===== src/rtl/height_map_neighbour_smoother_top_assert.svh =====
// ----------------------------------------------------------------------------
// Assertion macros for the height map smoother
// Same-cycle and next-cycle implication checks, reset-gated.
// ----------------------------------------------------------------------------
`ifndef HEIGHT_MAP_NEIGHBOUR_SMOOTHER_TOP_ASSERT_SVH
`define HEIGHT_MAP_NEIGHBOUR_SMOOTHER_TOP_ASSERT_SVH

// ante implies cons in the same cycle
`define HMNS_ASSERT_SAME(lbl, clk, rst_n, ante, cons, msg) \
  lbl: assert property (@(posedge clk) disable iff (!rst_n) (ante) |-> (cons)) \
    else $error(msg);

// ante implies cons in the next cycle
`define HMNS_ASSERT_NEXT(lbl, clk, rst_n, ante, cons, msg) \
  lbl: assert property (@(posedge clk) disable iff (!rst_n) (ante) |=> (cons)) \
    else $error(msg);

`endif


===== src/rtl/hmns_pkg.sv =====
// ----------------------------------------------------------------------------
// hmns_pkg
// Shared sizes, codes and helpers for the height map smoother.
// ----------------------------------------------------------------------------
package hmns_pkg;

  localparam int MAX_W = 64;
  localparam int MAX_H = 64;
  localparam int MAX_R = 7;

  localparam int CW     = $clog2(MAX_W);          // column index width
  localparam int RW     = $clog2(MAX_H);          // row index width
  localparam int AW     = $clog2(MAX_W * MAX_H);  // store address width
  localparam int DW     = 16;                     // sample width
  localparam int DIMW   = 7;                      // map_width / map_height width
  localparam int RADW   = 3;                      // window_radius width
  localparam int CFGW   = 7;                      // config data width
  localparam int WIN_N  = (2 * MAX_R + 1) * (2 * MAX_R + 1);
  localparam int SUM_W  = DW + $clog2(WIN_N);     // neighbour sum width
  localparam int N_W    = $clog2(WIN_N);          // neighbour count width

  localparam logic [1:0] FN_WRITE  = 2'd0;
  localparam logic [1:0] FN_READ   = 2'd1;
  localparam logic [1:0] FN_SMOOTH = 2'd2;

  localparam logic [1:0] CFG_WIDTH  = 2'd0;
  localparam logic [1:0] CFG_HEIGHT = 2'd1;
  localparam logic [1:0] CFG_RADIUS = 2'd2;

  function automatic logic [AW-1:0] cell_addr(input logic [RW-1:0] row,
                                              input logic [CW-1:0] col);
    cell_addr = AW'(row) * AW'(MAX_W) + AW'(col);
  endfunction

endpackage


===== src/rtl/hmns_div.sv =====
// ----------------------------------------------------------------------------
// hmns_div
// Iterative signed-by-unsigned divider, one quotient bit per cycle,
// quotient truncated toward zero.
// ----------------------------------------------------------------------------
module hmns_div (
  input  logic                             clk_i,
  input  logic                             rst_ni,
  input  logic                             start_i,
  input  logic signed [hmns_pkg::SUM_W-1:0] dividend_i,
  input  logic [hmns_pkg::N_W-1:0]         divisor_i,
  output logic                             busy_o,
  output logic                             done_o,
  output logic signed [hmns_pkg::SUM_W-1:0] quotient_o
);

  localparam int SW = hmns_pkg::SUM_W;
  localparam int NW = hmns_pkg::N_W;
  localparam int KW = $clog2(SW + 1);

  logic          busy_q, busy_d;
  logic          done_q, done_d;
  logic          neg_q, neg_d;
  logic [SW-1:0] mag_q, mag_d;
  logic [NW-1:0] rem_q, rem_d;
  logic [NW-1:0] dvs_q, dvs_d;
  logic [KW-1:0] cnt_q, cnt_d;
  logic [NW:0]   trial;
  logic          fits;

  always_comb begin
    trial  = {rem_q, mag_q[SW-1]};
    fits   = trial >= {1'b0, dvs_q};
    busy_d = busy_q;
    done_d = 1'b0;
    neg_d  = neg_q;
    mag_d  = mag_q;
    rem_d  = rem_q;
    dvs_d  = dvs_q;
    cnt_d  = cnt_q;
    if (start_i) begin
      busy_d = 1'b1;
      neg_d  = dividend_i[SW-1];
      mag_d  = dividend_i[SW-1] ? SW'(-dividend_i) : SW'(dividend_i);
      rem_d  = '0;
      dvs_d  = divisor_i;
      cnt_d  = KW'(SW);
    end else if (busy_q) begin
      rem_d = fits ? NW'(trial - {1'b0, dvs_q}) : trial[NW-1:0];
      mag_d = {mag_q[SW-2:0], fits};
      cnt_d = cnt_q - KW'(1);
      if (cnt_q == KW'(1)) begin
        busy_d = 1'b0;
        done_d = 1'b1;
      end
    end
  end

  always_ff @(posedge clk_i or negedge rst_ni) begin
    if (!rst_ni) begin
      busy_q <= 1'b0;
      done_q <= 1'b0;
      cnt_q  <= '0;
    end else begin
      busy_q <= busy_d;
      done_q <= done_d;
      cnt_q  <= cnt_d;
    end
  end

  always_ff @(posedge clk_i) begin
    neg_q <= neg_d;
    mag_q <= mag_d;
    rem_q <= rem_d;
    dvs_q <= dvs_d;
  end

  assign busy_o     = busy_q;
  assign done_o     = done_q;
  assign quotient_o = neg_q ? -$signed(mag_q) : $signed(mag_q);

endmodule

===== config.mk =====
export PLATFORM = sky130hd
export DESIGN_NAME = hmns_div
export DESIGN_NICKNAME = d
export VERILOG_FILES = /design/src/rtl/height_map_neighbour_smoother_top_assert.svh /design/src/rtl/hmns_pkg.sv /design/src/rtl/hmns_div.sv
export SDC_FILE = /design/constraint.sdc
export NUM_CORES = 1
export LEC_CHECK = 0
export BUFFER_PORTS_ARGS = -buffer_cell sky130_fd_sc_hd__buf_2
export CORE_ASPECT_RATIO = 0.6
export CORE_UTILIZATION = 25
export CTS_CLUSTER_DIAMETER = 30
export CTS_CLUSTER_SIZE = 30
export DETAILED_ROUTE_END_ITERATION = 12
export GPL_TIMING_DRIVEN = 0
export SLEW_MARGIN = 5
export SYNTH_ARGS = -nofsm -noshare
export SYNTH_HDL_FRONTEND = slang
export SYNTH_SLANG_ARGS = --single-unit

===== constraint.sdc =====
create_clock -name clk_i -period 2.5 [get_ports clk_i]
set_clock_uncertainty 0.1 [all_clocks]
set_input_delay 0.5 -clock clk_i [delete_from_list [all_inputs] [get_ports clk_i]]
set_output_delay 0.5 -clock clk_i [all_outputs]
set_load 0.01 [all_outputs]

Word-level counts from Yosys, hierarchy flattened
Index checks and enable logic that the tools add are counted.
- input port bits: 35
- logic and storage cells: 27
- register bits after elaboration: 48
- reductions and logical operators: 1
- multiplexer cells: 13
- equal/unequal tests: 1
- $lt $le $gt $ge: 1
- add/sub/neg operators: 4
- operator list (kind ; count):
    $mux W24 ; 4
    $neg A24 Y24 ; 2
    $mux W5 ; 2
    $ge A9 B8 Y1 ; 1
    $mux W8 ; 1
    $sub A8 B8 Y8 ; 1
    $mux W1 ; 6
    $eq A5 B1 Y1 const B ; 1
    $sub A5 B1 Y5 const B ; 1
    $reduce_bool A2 Y1 ; 1

Depth between registers and ports, before layout
Gate-level depths: netlist of the first run.
- depth after elaboration: 4
- depth in mapped cells: 9

Worst setup path after synthesis of the first run
Ideal clock, no wire load.
- path kind: reg2out
- start: register mag_q[11]
- end: output port quotient_o[19] (netlist bit)
- data required time: 1.900 ns
- setup slack: -0.306 ns
- data arrival time: 2.206 ns
- stages on the path, launching flop included: 6
- cell sequence: edfxtp_1 > or4_4 > or4_4 > or3_4 > o41ai_4 > xnor2_1
- longest elaborated chain between the ends: 2
- ends and longest elaborated chain (item ; line ; source):
    from (decl) ; hmns_div.sv:24 ; logic [SW-1:0] mag_q, mag_d;
    from (signal assigned) ; hmns_div.sv:73 ; mag_q <= mag_d;
    $neg A24 Y24 ; hmns_div.sv:80 ; assign quotient_o = neg_q ? -$signed(mag_q) : $signed(mag_q);
    $mux W24 ; hmns_div.sv:80 ;
    to (decl) ; hmns_div.sv:14 ; output logic signed [hmns_pkg::SUM_W-1:0] quotient_o
No other way between the ends.

Worst setup path after layout of the first run
- start: register mag_q[10]
- end: output port quotient_o[19] (netlist bit)
The elaborated chain is that of the path after synthesis.

==> implementation parameters, run 1 <==
Parameter                              Value

Run status
  Run status    finished, violations left
  Failing checks    negative setup slack

Power and ir drop
  NetSw    about 1200 uW
  Cell Int Power    roughly 2100 uW
  Leakage power figure    ~0.0018 uW
  Switching Share    between 30% and 40%
  Fraction of power consumed by sequential logic    35.7%
  Combinational group share of total power    between 40% and 50%
  Final Total Pwr    ~3300 uW
  Peak supply drop    between 0.0003 and 0.0004 V
  Power Density    between 700 and 800 nW/um2
  Clock power frac    between 20% and 30%

Placed design
  Post-detail-place hpwl    ~6700 um
  Post-DP Area    about 3700 um2
  Final weighted congestion in routability-driven placement    about 0.83
  Count of input and output buffers    60

Global route
  Global-route usage over all layers    about 14%
  GRT overflow    0
  Pin count of the biggest net entering global routing    25
  Wire length of the first global-routing pass    around 15000 um
  Initial antenna violation count    0
  Vias in the first global route    ~2800

Final layout
  Finished layout cell area    4450 um2
  ANT cells    0
  Layout-stage area growth over the synthesis result    37.9%
  Share of cells above drive strength 1    34.5%
  Layout Nets    479

Timing
  Final setup violating endpoints    21
  Smallest setup slack after layout    -752 ps
  Min Tclk post-route    roughly 3300 ps
  Final Hold Vio Count    0
  Least-Margin Pin Slew    777 ps
  Final Cycle Share    130%
  Fmax    just over 300 MHz
  Number of pins exceeding their max-slew limit in the final report    0
  Normalized max-slew margin    48.2%
  RSZ-0062 raised after global routing    true

Min path
  Hold Path End    dvs_q[0]
  Hold WC Path Type    in -> reg
  WHS Path Cells    1
  Hold path start    divisor_i[0]

Worst setup path
  Signal arrival time at the worst endpoint    2650 ps
  Register-to-Register Path Depth    9
  Largest fanout of any net on the critical path    4
  Critical path class    reg -> out
  Crit end category    output pin
  Startpoint kind of the worst setup timing path    flip-flop
  Launch instance of the worst register-to-register path    dvs_q[1]
  Worst r2r dst    rem_q[7]
  Flop2flop setup slack    -80 ps
  Required time reported for the critical path endpoint    ~1900 ps

Floorplanning
  Top-level I/O count    61
  Overall die width    between 100 and 150 um
  Effective utilization at floorplan    26.2%
  Number of standard-cell rows in the floorplan    31
  Die Outline Area    ~13000 um2
  CORE AREA    between 10000 and 15000 um2
  Die H    about 90 um

Yosys
  Number of synthesized register bits    48
  Syn_nets    approximately 380
  Most common cell in the synthesized netlist    sky130_fd_sc_hd__nor2_1
  Area share of the largest cell type after synthesis    around 31%
  Netlist cell types    between 50 and 60
  Synth Area per Inst    between 9 and 10 um2
  Synth warnings    0
  Number of enable flip-flop cells after synthesis    33
  Top cells by area, synth    sky130_fd_sc_hd__edfxtp_1, sky130_fd_sc_hd__xnor2_1, sky130_fd_sc_hd__xor2_1
  Asr flop ratio synth    roughly 15%
  Register area share after synthesis    41.1%
  Post-synthesis instance total    334
  Most numerous cell types in the synthesized netlist    sky130_fd_sc_hd__nor2_1, sky130_fd_sc_hd__edfxtp_1, sky130_fd_sc_hd__xnor2_1
  Synth Flop Type    sky130_fd_sc_hd__edfxtp_1
  Cell type with the highest aggregate area in the netlist    sky130_fd_sc_hd__edfxtp_1
  Post-synthesis instance area    ~3200 um2

Detailed routing
  Drc violations    0
  Antenna viol nets, final    0
  Post-DR vias/cell    4.86
  Routed WL per cell    between 15 and 20 um
  Total number of vias    about 2900
  First-pass DRT Iterations    4
  Number of DRC markers after the initial detailed-route iteration    218
  Sum of routed wire length over all layers    9640 um

Flow run
  Max-cap violation count    0

CTS
  H-Tree Depth    2
  Clock buffer depth    2
  Clock tree from TritonCTS    yes
  Insertion delay of the later-clocked pin in the worst-skew pair    a little under 300 ps
  Clock Pin Slew Worst Setup and Hold Paths    about 70 ps
  Clk root buf    sky130_fd_sc_hd__clkbuf_16
  Number of CTS-inserted buffers    5
  Number of sinks handled by clock tree synthesis    48
==> worst max-delay path by stage <==
| stage | startpoint | end | slack (ps) | cells after the start |
|---|---|---|---|---|
| after global placement | mag_q[10] | quotient_o[19] | -500 | 6 |
| final | mag_q[10] | quotient_o[19] | -750 | 6 |
| after floorplan | mag_q[11] | quotient_o[19] | -310 | 5 |
| after global routing | mag_q[11] | quotient_o[22] | -850 | 6 |
| after CTS | mag_q[10] | quotient_o[22] | -750 | 6 |
| after detailed placement | mag_q[10] | quotient_o[19] | -550 | 6 |
==> sequential cells by signal, indices dropped and copies added, names as in the netlist <==
name,cells
dvs_q,8
busy_o,1
neg_q,1
rem_q,8
cnt_q,5
mag_q,24
done_o,1
==> cells by family (layout without fill, tap and decap cells) <==
group                      count (synthesis)  after routing  synth area share, %
and+or+nand+nor                          100            100                 16.6
AOI/OAI and AO/OA                         83             83                 17.3
xor gates and xnor gates                  50             50                 13.6
DFF                                       48             48                 41.1
buffers and inverters                     33            131                 3.99
adders and majority gates                 13             13                 5.27
muxes                                      7              7                 2.25
==> power groups by stage <==
stage	registers (uW)	clock network (uW)	logic, uW
3_3_place_gp	1150	0	1050
2_1_floorplan	1120	0	778
5_1_grt	1180	713	1540
6_report	1160	675	1420
4_1_cts	1140	692	1190
3_5_place_dp	1160	0	1070
==> timing repair <==
| action | 4_1_cts | 5_1_grt |
|---|---|---|
| gates resized for setup | 25 | 45 |
| buffers inserted | 16 | 13 |
| hold buffers | 1 | 0 |
| endpoints found under the hold margin | 7 | 0 |
| pin swaps | 9 | 18 |
| setup endpoints to repair | 31 | 54 |
==> final cells by class <==
| cell class | count | area, um2 |
|---|---|---|
| multi-input cells | 253 | 2080 |
| repair buffers | 90 | 559 |
| clock buffers | 5 | 125 |
| well taps | 165 | 206 |
| inverters | 18 | 67.6 |
| plain buffers | 15 | 70.1 |
| flip-flops and latches | 48 | 1330 |
| fillers | 1237 | 7880 |
| clock inverters | 3 | 18.8 |
==> cells in the final DEF, fill, tap and decap left out, types with 6 or more instances in the layout <==
master	synthesis	routed
sky130_fd_sc_hd__a21oi_1	26	24
sky130_fd_sc_hd__buf_2	1	59
sky130_fd_sc_hd__buf_4	1	25
sky130_fd_sc_hd__buf_6	0	8
sky130_fd_sc_hd__clkbuf_1	10	9
sky130_fd_sc_hd__dfrtp_1	7	7
sky130_fd_sc_hd__dfxtp_1	8	7
sky130_fd_sc_hd__edfxtp_1	33	33
sky130_fd_sc_hd__ha_1	12	10
sky130_fd_sc_hd__inv_1	18	16
sky130_fd_sc_hd__nand2_1	16	13
sky130_fd_sc_hd__nand2b_1	8	7
sky130_fd_sc_hd__nor2_1	35	35
sky130_fd_sc_hd__o21ai_0	16	12
sky130_fd_sc_hd__o31ai_1	11	6
sky130_fd_sc_hd__xnor2_1	29	27
sky130_fd_sc_hd__xor2_1	21	21
==> critical path: stages, from the launching register on <==
cell and delay (ps):
sky130_fd_sc_hd__edfxtp_1 410, sky130_fd_sc_hd__or4_4 550, sky130_fd_sc_hd__or4_4 430, sky130_fd_sc_hd__or3_4 390, sky130_fd_sc_hd__o41ai_4 220, sky130_fd_sc_hd__xnor2_1 180
sky130_fd_sc_hd__buf_2 170
==> routing by layer <==
metal	GRT usage, %	routed length [um]	vias to the layer above
li1	-	-	1410
met4	4.38	67	0
met5	0	0	-
met1	20.8	4780	1394
met2	19.9	4150	96
met3	2.49	638	4
==> through the flow <==
| step | setup WS (ps) | TNS [ps] | utilization (%) | hold slack [ps] | instances |
|---|---|---|---|---|---|
| 6_report | -752 | -9400 | 36.1 | 282 | 597 |
| 5_1_grt | -849 | -11830 | 36.1 | 275 | 597 |
| 4_1_cts | -747 | -8950 | 33.6 | 275 | 584 |
| 2_1_floorplan | -306 | -1840 | - | 104 | 334 |
| 3_3_place_gp | -502 | -11100 | 30.3 | 243 | 559 |
| 3_5_place_dp | -546 | -13040 | 30.3 | 241 | 559 |
Power figures use the tool's default switching activity.
==> inputs of run 2 (changes only) <==
- MAX_ROUTING_LAYER: unset -> met4
- clock period: 2.5 -> 4 ns (I/O delays scaled with it)
==> implementation parameters, run 2 (synthesis results as in run 1) <==
Parameter                              Value

Worst setup path
  Count of buffering cells on the critical path with inverters included    1 (unchanged)
  Worst r2r dst    rem_q[1] (was rem_q[7])
  Flop2flop setup slack    1050 ps (was -80 ps)
  Required time reported for the critical path endpoint    3100 ps (was 1900 ps)
  List of cells traversed by the critical path    or3_1 -> or4_1 -> or3_4 -> o41ai_4 -> xnor2_1 -> buf_2 (was or4_4 -> or4_4 -> or3_4 -> o41ai_4 -> xnor2_1 -> buf_2)
  Register-to-Register Path Depth    9 (unchanged)
  Critical path class    reg -> out (unchanged)
  Stage delay of the slowest cell on the critical path    630 ps (was 550 ps)
  Slowest library cell on the worst path    sky130_fd_sc_hd__or4_1 (was sky130_fd_sc_hd__or4_4)
  Launch instance of the worst register-to-register path    dvs_q[1] (unchanged)
  Signal arrival time at the worst endpoint    2790 ps (was 2650 ps)
  Largest fanout of any net on the critical path    5 (was 4)
  Crit end category    output pin (unchanged)
  CP Depth    6 (unchanged)
  Startpoint kind of the worst setup timing path    flip-flop (unchanged)
  Start point of the critical path    mag_q[5] (was mag_q[10])
  Family with the most delay on the worst path    simple AND/OR/NAND/NOR gates (unchanged)

Flow run
  Max-cap violation count    0 (unchanged)

CTS
  Clock buffer depth    2 (unchanged)
  Number of hold buffers added after cts    0 (was 1)
  Clock Pin Slew Worst Setup and Hold Paths    70 ps (about the same)
  Post-CTS repair timing setup buffer count    0 (was 16)
  H-Tree Depth    2 (unchanged)
  Number of CTS-inserted buffers    5 (unchanged)
  Clk root buf    sky130_fd_sc_hd__clkbuf_16 (unchanged)
  Cells resized by post-CTS repair    0 (was 25)
  Insertion delay of the later-clocked pin in the worst-skew pair    290 ps (about the same)
  Number of sinks handled by clock tree synthesis    48 (unchanged)
  Clock tree from TritonCTS    yes (unchanged)

Timing
  Post-Route Setup TNS    0 ps (was -9400 ps)
  RSZ-0062 raised after global routing    false (was true)
  Smallest hold slack    237 ps (was 282 ps)
  Final Cycle Share    between 90% and 100%
  Least-Margin Pin Slew    710 ps (was 777 ps)
  Number of pins exceeding their max-slew limit in the final report    0 (unchanged)
  Fmax    271 MHz
  Final setup violating endpoints    0 (was 21)
  Min Tclk post-route    between 3000 and 4000 ps
  Final Hold Vio Count    0 (unchanged)
  Normalized max-slew margin    52.7% (was 48.2%)

Final layout
  Largest Register    mag_q (unchanged)
  Top flop regs    mag_q x24, dvs_q x8, rem_q x8 (unchanged)
  ANT cells    0 (unchanged)
  Commonest cells after routing, fill and taps aside    sky130_fd_sc_hd__buf_2, sky130_fd_sc_hd__nor2_1, sky130_fd_sc_hd__edfxtp_1 (unchanged)
  Largest register FFs    24 (unchanged)
  Most frequent standard cell in the layout excluding fill and tap cells    sky130_fd_sc_hd__buf_2 (unchanged)
  Finished layout cell area    3900 um2 (was 4450 um2)
  Area of all sequential standard cells    1330 um2 (about the same)
  Area used by multi-input combinational logic    1770 um2 (was 2080 um2)
  Layout-stage area growth over the synthesis result    20.7% (was 37.9%)
  Share of cells above drive strength 1    19.9% (was 34.5%)
  Number of filler instances in the final layout    1313 (was 1237)
  Layout Nets    449 (was 479)

Power and ir drop
  Combinational group share of total power    36.2% (was 43.5%)
  Power Density    481 nW/um2 (was 731 nW/um2)
  NetSw    642 uW (was 1170 uW)
  Leakage power figure    0.00152 uW (was 0.00177 uW)
  Cell Int Power    1230 uW (was 2090 uW)
  Peak supply drop    0.000201 V (was 0.000310 V)
  Fraction of power consumed by sequential logic    38.3% (was 35.7%)
  Clock power frac    25.5% (was 20.8%)
  Switching Share    34.2% (was 35.9%)

Global route
  GRT overflow    0 (unchanged)
  Global-route usage over all layers    14.1% (was 13.9%)
  Initial antenna violation count    0 (unchanged)
  Vias in the first global route    2745 (was 2836)
  Pin count of the biggest net entering global routing    25 (unchanged)
  Wire length of the first global-routing pass    14300 um (was 14600 um)

Run status
  Run status    finished clean (was finished, violations left)

Min path
  Hold WC Path Type    in -> async (was in -> reg)

Placed design
  Count of input and output buffers    60 (unchanged)
  Final weighted congestion in routability-driven placement    0.847 (was 0.830)
  Post-DP Area    3730 um2 (was 3740 um2)
  Post-detail-place hpwl    6840 um (was 6690 um)

Floorplanning
  Effective utilization at floorplan    26.2% (unchanged)
  CORE AREA    12300 um2 (unchanged)
  Die H    90 um (unchanged)
  Die Outline Area    13400 um2 (unchanged)
  Top-level I/O count    61 (unchanged)
  Overall die width    149 um (unchanged)
  Number of standard-cell rows in the floorplan    31 (unchanged)

Detailed routing
  Sum of routed wire length over all layers    9020 um (was 9640 um)
  Number of DRC markers after the initial detailed-route iteration    212 (was 218)
  Post-DR vias/cell    4.87 (was 4.86)
  Drc violations    0 (unchanged)
  Total number of vias    2763 (was 2904)
  Routed WL per cell    15.9 um (was 16.1 um)
  Antenna viol nets, final    0 (unchanged)
  First-pass DRT Iterations    4 (unchanged)
run 2: cell types whose count changed in the layout (fill, tap and decap cells not counted), moves of 4 or more:
cell and delta:
sky130_fd_sc_hd__buf_4 -24, sky130_fd_sc_hd__buf_6 -8, sky130_fd_sc_hd__o21ai_0 +4, sky130_fd_sc_hd__o21ai_2 -5, sky130_fd_sc_hd__o31ai_1 +5, sky130_fd_sc_hd__o31ai_4 -4
sky130_fd_sc_hd__o41ai_4 -4
run 2: per-stage QoR:
stage	utilization [%]	setup slack [ps]	std cells	power (uW)
2_1_floorplan	-	894	334	1180
4_1_cts	31.6	322	567	1870
3_5_place_dp	30.3	641	559	1390
3_3_place_gp	30.3	695	559	1370
5_1_grt	31.6	242	567	1980
6_report	31.6	307	567	1870
run 2: worst max-delay path by stage:
stage / endpoint / slack (ps)
2_1_floorplan: quotient_o[19] / 890
3_3_place_gp: quotient_o[19] / 690
3_5_place_dp: quotient_o[19] / 640
4_1_cts: quotient_o[19] / 320
5_1_grt: quotient_o[19] / 240
6_report: quotient_o[19] / 310
run 2: per-layer routing:
metal	part of all wire [%]	up-vias	GRT usage [%]
met5	0	-	-
met3	7.9	7	2.54
met1	50	1307	20.3
met4	0.96	0	3.87
li1	-	1354	-
met2	41	95	19.9
run 2: final cells by class:
| class | count | share of cell area [%] |
|---|---|---|
| Clock buffer | 5 | 3.21 |
| Multi-Input combinational cell | 253 | 45.5 |
| Buffer | 15 | 1.57 |
| Inverter | 18 | 1.73 |
| Timing Repair Buffer | 60 | 7.71 |
| Clock inverter | 3 | 0.963 |
| Sequential cell | 48 | 34.0 |
| Tap cell | 165 | 5.30 |
run 2: worst reg2reg max path, delay by kind of cell (launching register included):
family,cells,cell delay [ps]
AOI/OAI and AO/OA,4,1160
and+or+nand+nor,1,150
buffers and inverters,2,460
DFF,1,420
muxes,1,370
adders and majority gates,1,230
run 2: power groups by stage:
stage	combinational [uW]	sequential (uW)	clock, uW
floorplan	479	700	0
global placement	648	722	0
detailed placement	665	726	0
CTS	675	716	483
global route	743	731	503
finish	678	718	478
==> inputs of run 3 (changes only) <==
- PLACE_DENSITY: unset -> 0.47
==> implementation parameters, run 3 (synthesis results as in run 1) <==
Parameter                              Value

CTS
  Number of CTS-inserted buffers    5 (unchanged)
  Clock buffer depth    2 (unchanged)
  Post-CTS repair timing setup buffer count    0 (unchanged)
  Insertion delay of the later-clocked pin in the worst-skew pair    300 ps (was 290 ps)
  Clock tree from TritonCTS    yes (unchanged)
  Cells resized by post-CTS repair    0 (unchanged)
  Number of sinks handled by clock tree synthesis    48 (unchanged)
  Clk root buf    sky130_fd_sc_hd__clkbuf_16 (unchanged)
  Clock Pin Slew Worst Setup and Hold Paths    70 ps (about the same)
  H-Tree Depth    2 (unchanged)
  Number of hold buffers added after cts    0 (unchanged)

Power and ir drop
  Switching Share    34.0% (was 34.2%)
  Combinational group share of total power    35.9% (was 36.2%)
  Power Density    480 nW/um2 (was 481 nW/um2)
  NetSw    635 uW (was 642 uW)
  Fraction of power consumed by sequential logic    38.3% (about the same)
  Peak supply drop    0.000193 V (was 0.000201 V)
  Clock power frac    25.7% (was 25.5%)
  Leakage power figure    0.00153 uW (was 0.00152 uW)
  Cell Int Power    1230 uW (about the same)

Timing
  Post-Route Setup TNS    0 ps (unchanged)
  Min Tclk post-route    3660 ps (was 3690 ps)
  Final Hold Vio Count    0 (unchanged)
  RSZ-0062 raised after global routing    false (unchanged)
  Final Cycle Share    91.4% (was 92.3%)
  Fmax    274 MHz (was 271 MHz)
  Least-Margin Pin Slew    724 ps (was 710 ps)
  Smallest setup slack after layout    344 ps (was 307 ps)
  Number of pins exceeding their max-slew limit in the final report    0 (unchanged)
  Normalized max-slew margin    51.6% (was 52.7%)
  Final setup violating endpoints    0 (unchanged)

Detailed routing
  Routed WL per cell    15.8 um (was 15.9 um)
  Antenna viol nets, final    0 (unchanged)
  Sum of routed wire length over all layers    8970 um (was 9020 um)
  First-pass DRT Iterations    5 (was 4)
  Drc violations    0 (unchanged)
  Number of DRC markers after the initial detailed-route iteration    219 (was 212)
  Total number of vias    2706 (was 2763)
  Post-DR vias/cell    4.77 (was 4.87)

Worst setup path
  Crit path capture    quotient_o[22] (was quotient_o[19])
  Stage delay of the slowest cell on the critical path    560 ps (was 630 ps)
  Critical path class    reg -> out (unchanged)
  Worst r2r dst    rem_q[1] (unchanged)
  Start point of the critical path    mag_q[5] (unchanged)
  List of cells traversed by the critical path    or3_1 -> or4_1 -> or3_4 -> o41ai_2 -> xnor2_1 -> buf_2 (was or3_1 -> or4_1 -> or3_4 -> o41ai_4 -> xnor2_1 -> buf_2)
  Crit end category    output pin (unchanged)
  Slowest library cell on the worst path    sky130_fd_sc_hd__or4_1 (unchanged)
  Flop2flop setup slack    950 ps (was 1050 ps)
  Register-to-Register Path Depth    9 (unchanged)
  Signal arrival time at the worst endpoint    2760 ps (was 2790 ps)
  Launch instance of the worst register-to-register path    dvs_q[1] (unchanged)
  Largest fanout of any net on the critical path    5 (unchanged)
  Startpoint kind of the worst setup timing path    flip-flop (unchanged)
  Required time reported for the critical path endpoint    3100 ps (about the same)

Placed design
  Final weighted congestion in routability-driven placement    0.795 (was 0.847)
  Post-detail-place hpwl    6880 um (was 6840 um)
  Count of input and output buffers    60 (unchanged)
  Worst setup slack before clock tree synthesis    660 ps (was 641 ps)

Global route
  Wire length of the first global-routing pass    14300 um (about the same)
  GRT overflow    0 (unchanged)
  Global-route usage over all layers    14.5% (was 14.1%)
  Initial antenna violation count    0 (unchanged)
  Pin count of the biggest net entering global routing    25 (unchanged)
  Vias in the first global route    2566 (was 2745)

Final layout
  Top flop regs    mag_q x24, dvs_q x8, rem_q x8 (unchanged)
  Layout-stage area growth over the synthesis result    20.8% (was 20.7%)
  ANT cells    0 (unchanged)
  Largest Register    mag_q (unchanged)
  Number of filler instances in the final layout    1307 (was 1313)
  Layout Nets    449 (unchanged)
  Most frequent standard cell in the layout excluding fill and tap cells    sky130_fd_sc_hd__buf_2 (unchanged)
  Largest register FFs    24 (unchanged)
  Share of cells above drive strength 1    20.1% (was 19.9%)
  Commonest cells after routing, fill and taps aside    sky130_fd_sc_hd__buf_2, sky130_fd_sc_hd__nor2_1, sky130_fd_sc_hd__edfxtp_1 (unchanged)

Floorplanning
  Die H    90 um (unchanged)
  Overall die width    149 um (unchanged)
  CORE AREA    12300 um2 (unchanged)
  Number of standard-cell rows in the floorplan    31 (unchanged)
  Effective utilization at floorplan    26.2% (unchanged)
  Top-level I/O count    61 (unchanged)
  Die Outline Area    13400 um2 (unchanged)

Min path
  Hold WC Path Type    in -> async (unchanged)

Run status
  Run status    finished clean (unchanged)

Flow run
  Max-cap violation count    0 (unchanged)
-- run 3: cell types whose count changed in the layout (fill, tap and decap cells not counted) --
cell / delta
sky130_fd_sc_hd__clkinv_2: +1
sky130_fd_sc_hd__clkbuf_1: +1
sky130_fd_sc_hd__clkinv_1: -2
-- run 3: through the flow --
step / util (%) / instances / total power (uW) / hold WS, ps / area (um2)
floorplan: - / 334 / 1180 / 369 / 3230
global placement: 30.3 / 559 / 1390 / 383 / 3730
detailed placement: 30.3 / 559 / 1390 / 391 / 3730
CTS: 31.6 / 567 / 1880 / 224 / 3900
global route: 31.6 / 567 / 1990 / 235 / 3900
finish: 31.6 / 567 / 1870 / 226 / 3900
-- run 3: layout make-up --
class / instances / area, um2 / share of cell area [%]
tap: 165 / 206 / 5.30
sequential: 48 / 1330 / 34.0
buffer: 15 / 61.3 / 1.57
inverter: 18 / 67.6 / 1.73
timing repair buffer: 60 / 300 / 7.70
clock buffer: 6 / 129 / 3.31
clock inverter: 2 / 35.0 / 0.899
multi-input combinational: 253 / 1770 / 45.5
-- run 3: per-layer routing --
layer / share of wire (%) / up-vias / global-route usage [%]
met4: 1.0 / 0 / 3.87
met1: 55 / 1262 / 22.5
met5: 0 / - / -
met2: 38 / 95 / 18.3
li1: - / 1340 / -
met3: 6.6 / 9 / 2.79
-- run 3: worst min path at each step --
stage / from / end / slack, ps / cells past startpoint
final: rst_ni / cnt_q[3] / 230 / 1
after detailed placement: rem_q[7] / rem_q[7] / 390 / 2
after global routing: rst_ni / done_o / 230 / 1
after CTS: rst_ni / done_o / 220 / 1
after floorplan: rem_q[7] / rem_q[7] / 370 / 2
after global placement: rem_q[7] / rem_q[7] / 380 / 2
-- run 3: critical path: cells and delay by family (launching register included) --
kind	cells	cell delay, ps
and+or+nand+nor	3	1450
DFF	1	440
AOI/OAI and AO/OA	1	240
xor gates and xnor gates	1	170
buffers and inverters	1	160
-- run 3: power groups by stage --
stage	Combinational, uW	Clock [uW]	Sequential (uW)
2_1_floorplan	479	0	700
3_3_place_gp	660	0	725
3_5_place_dp	666	0	726
4_1_cts	671	498	715
5_1_grt	746	516	731
6_report	672	481	717
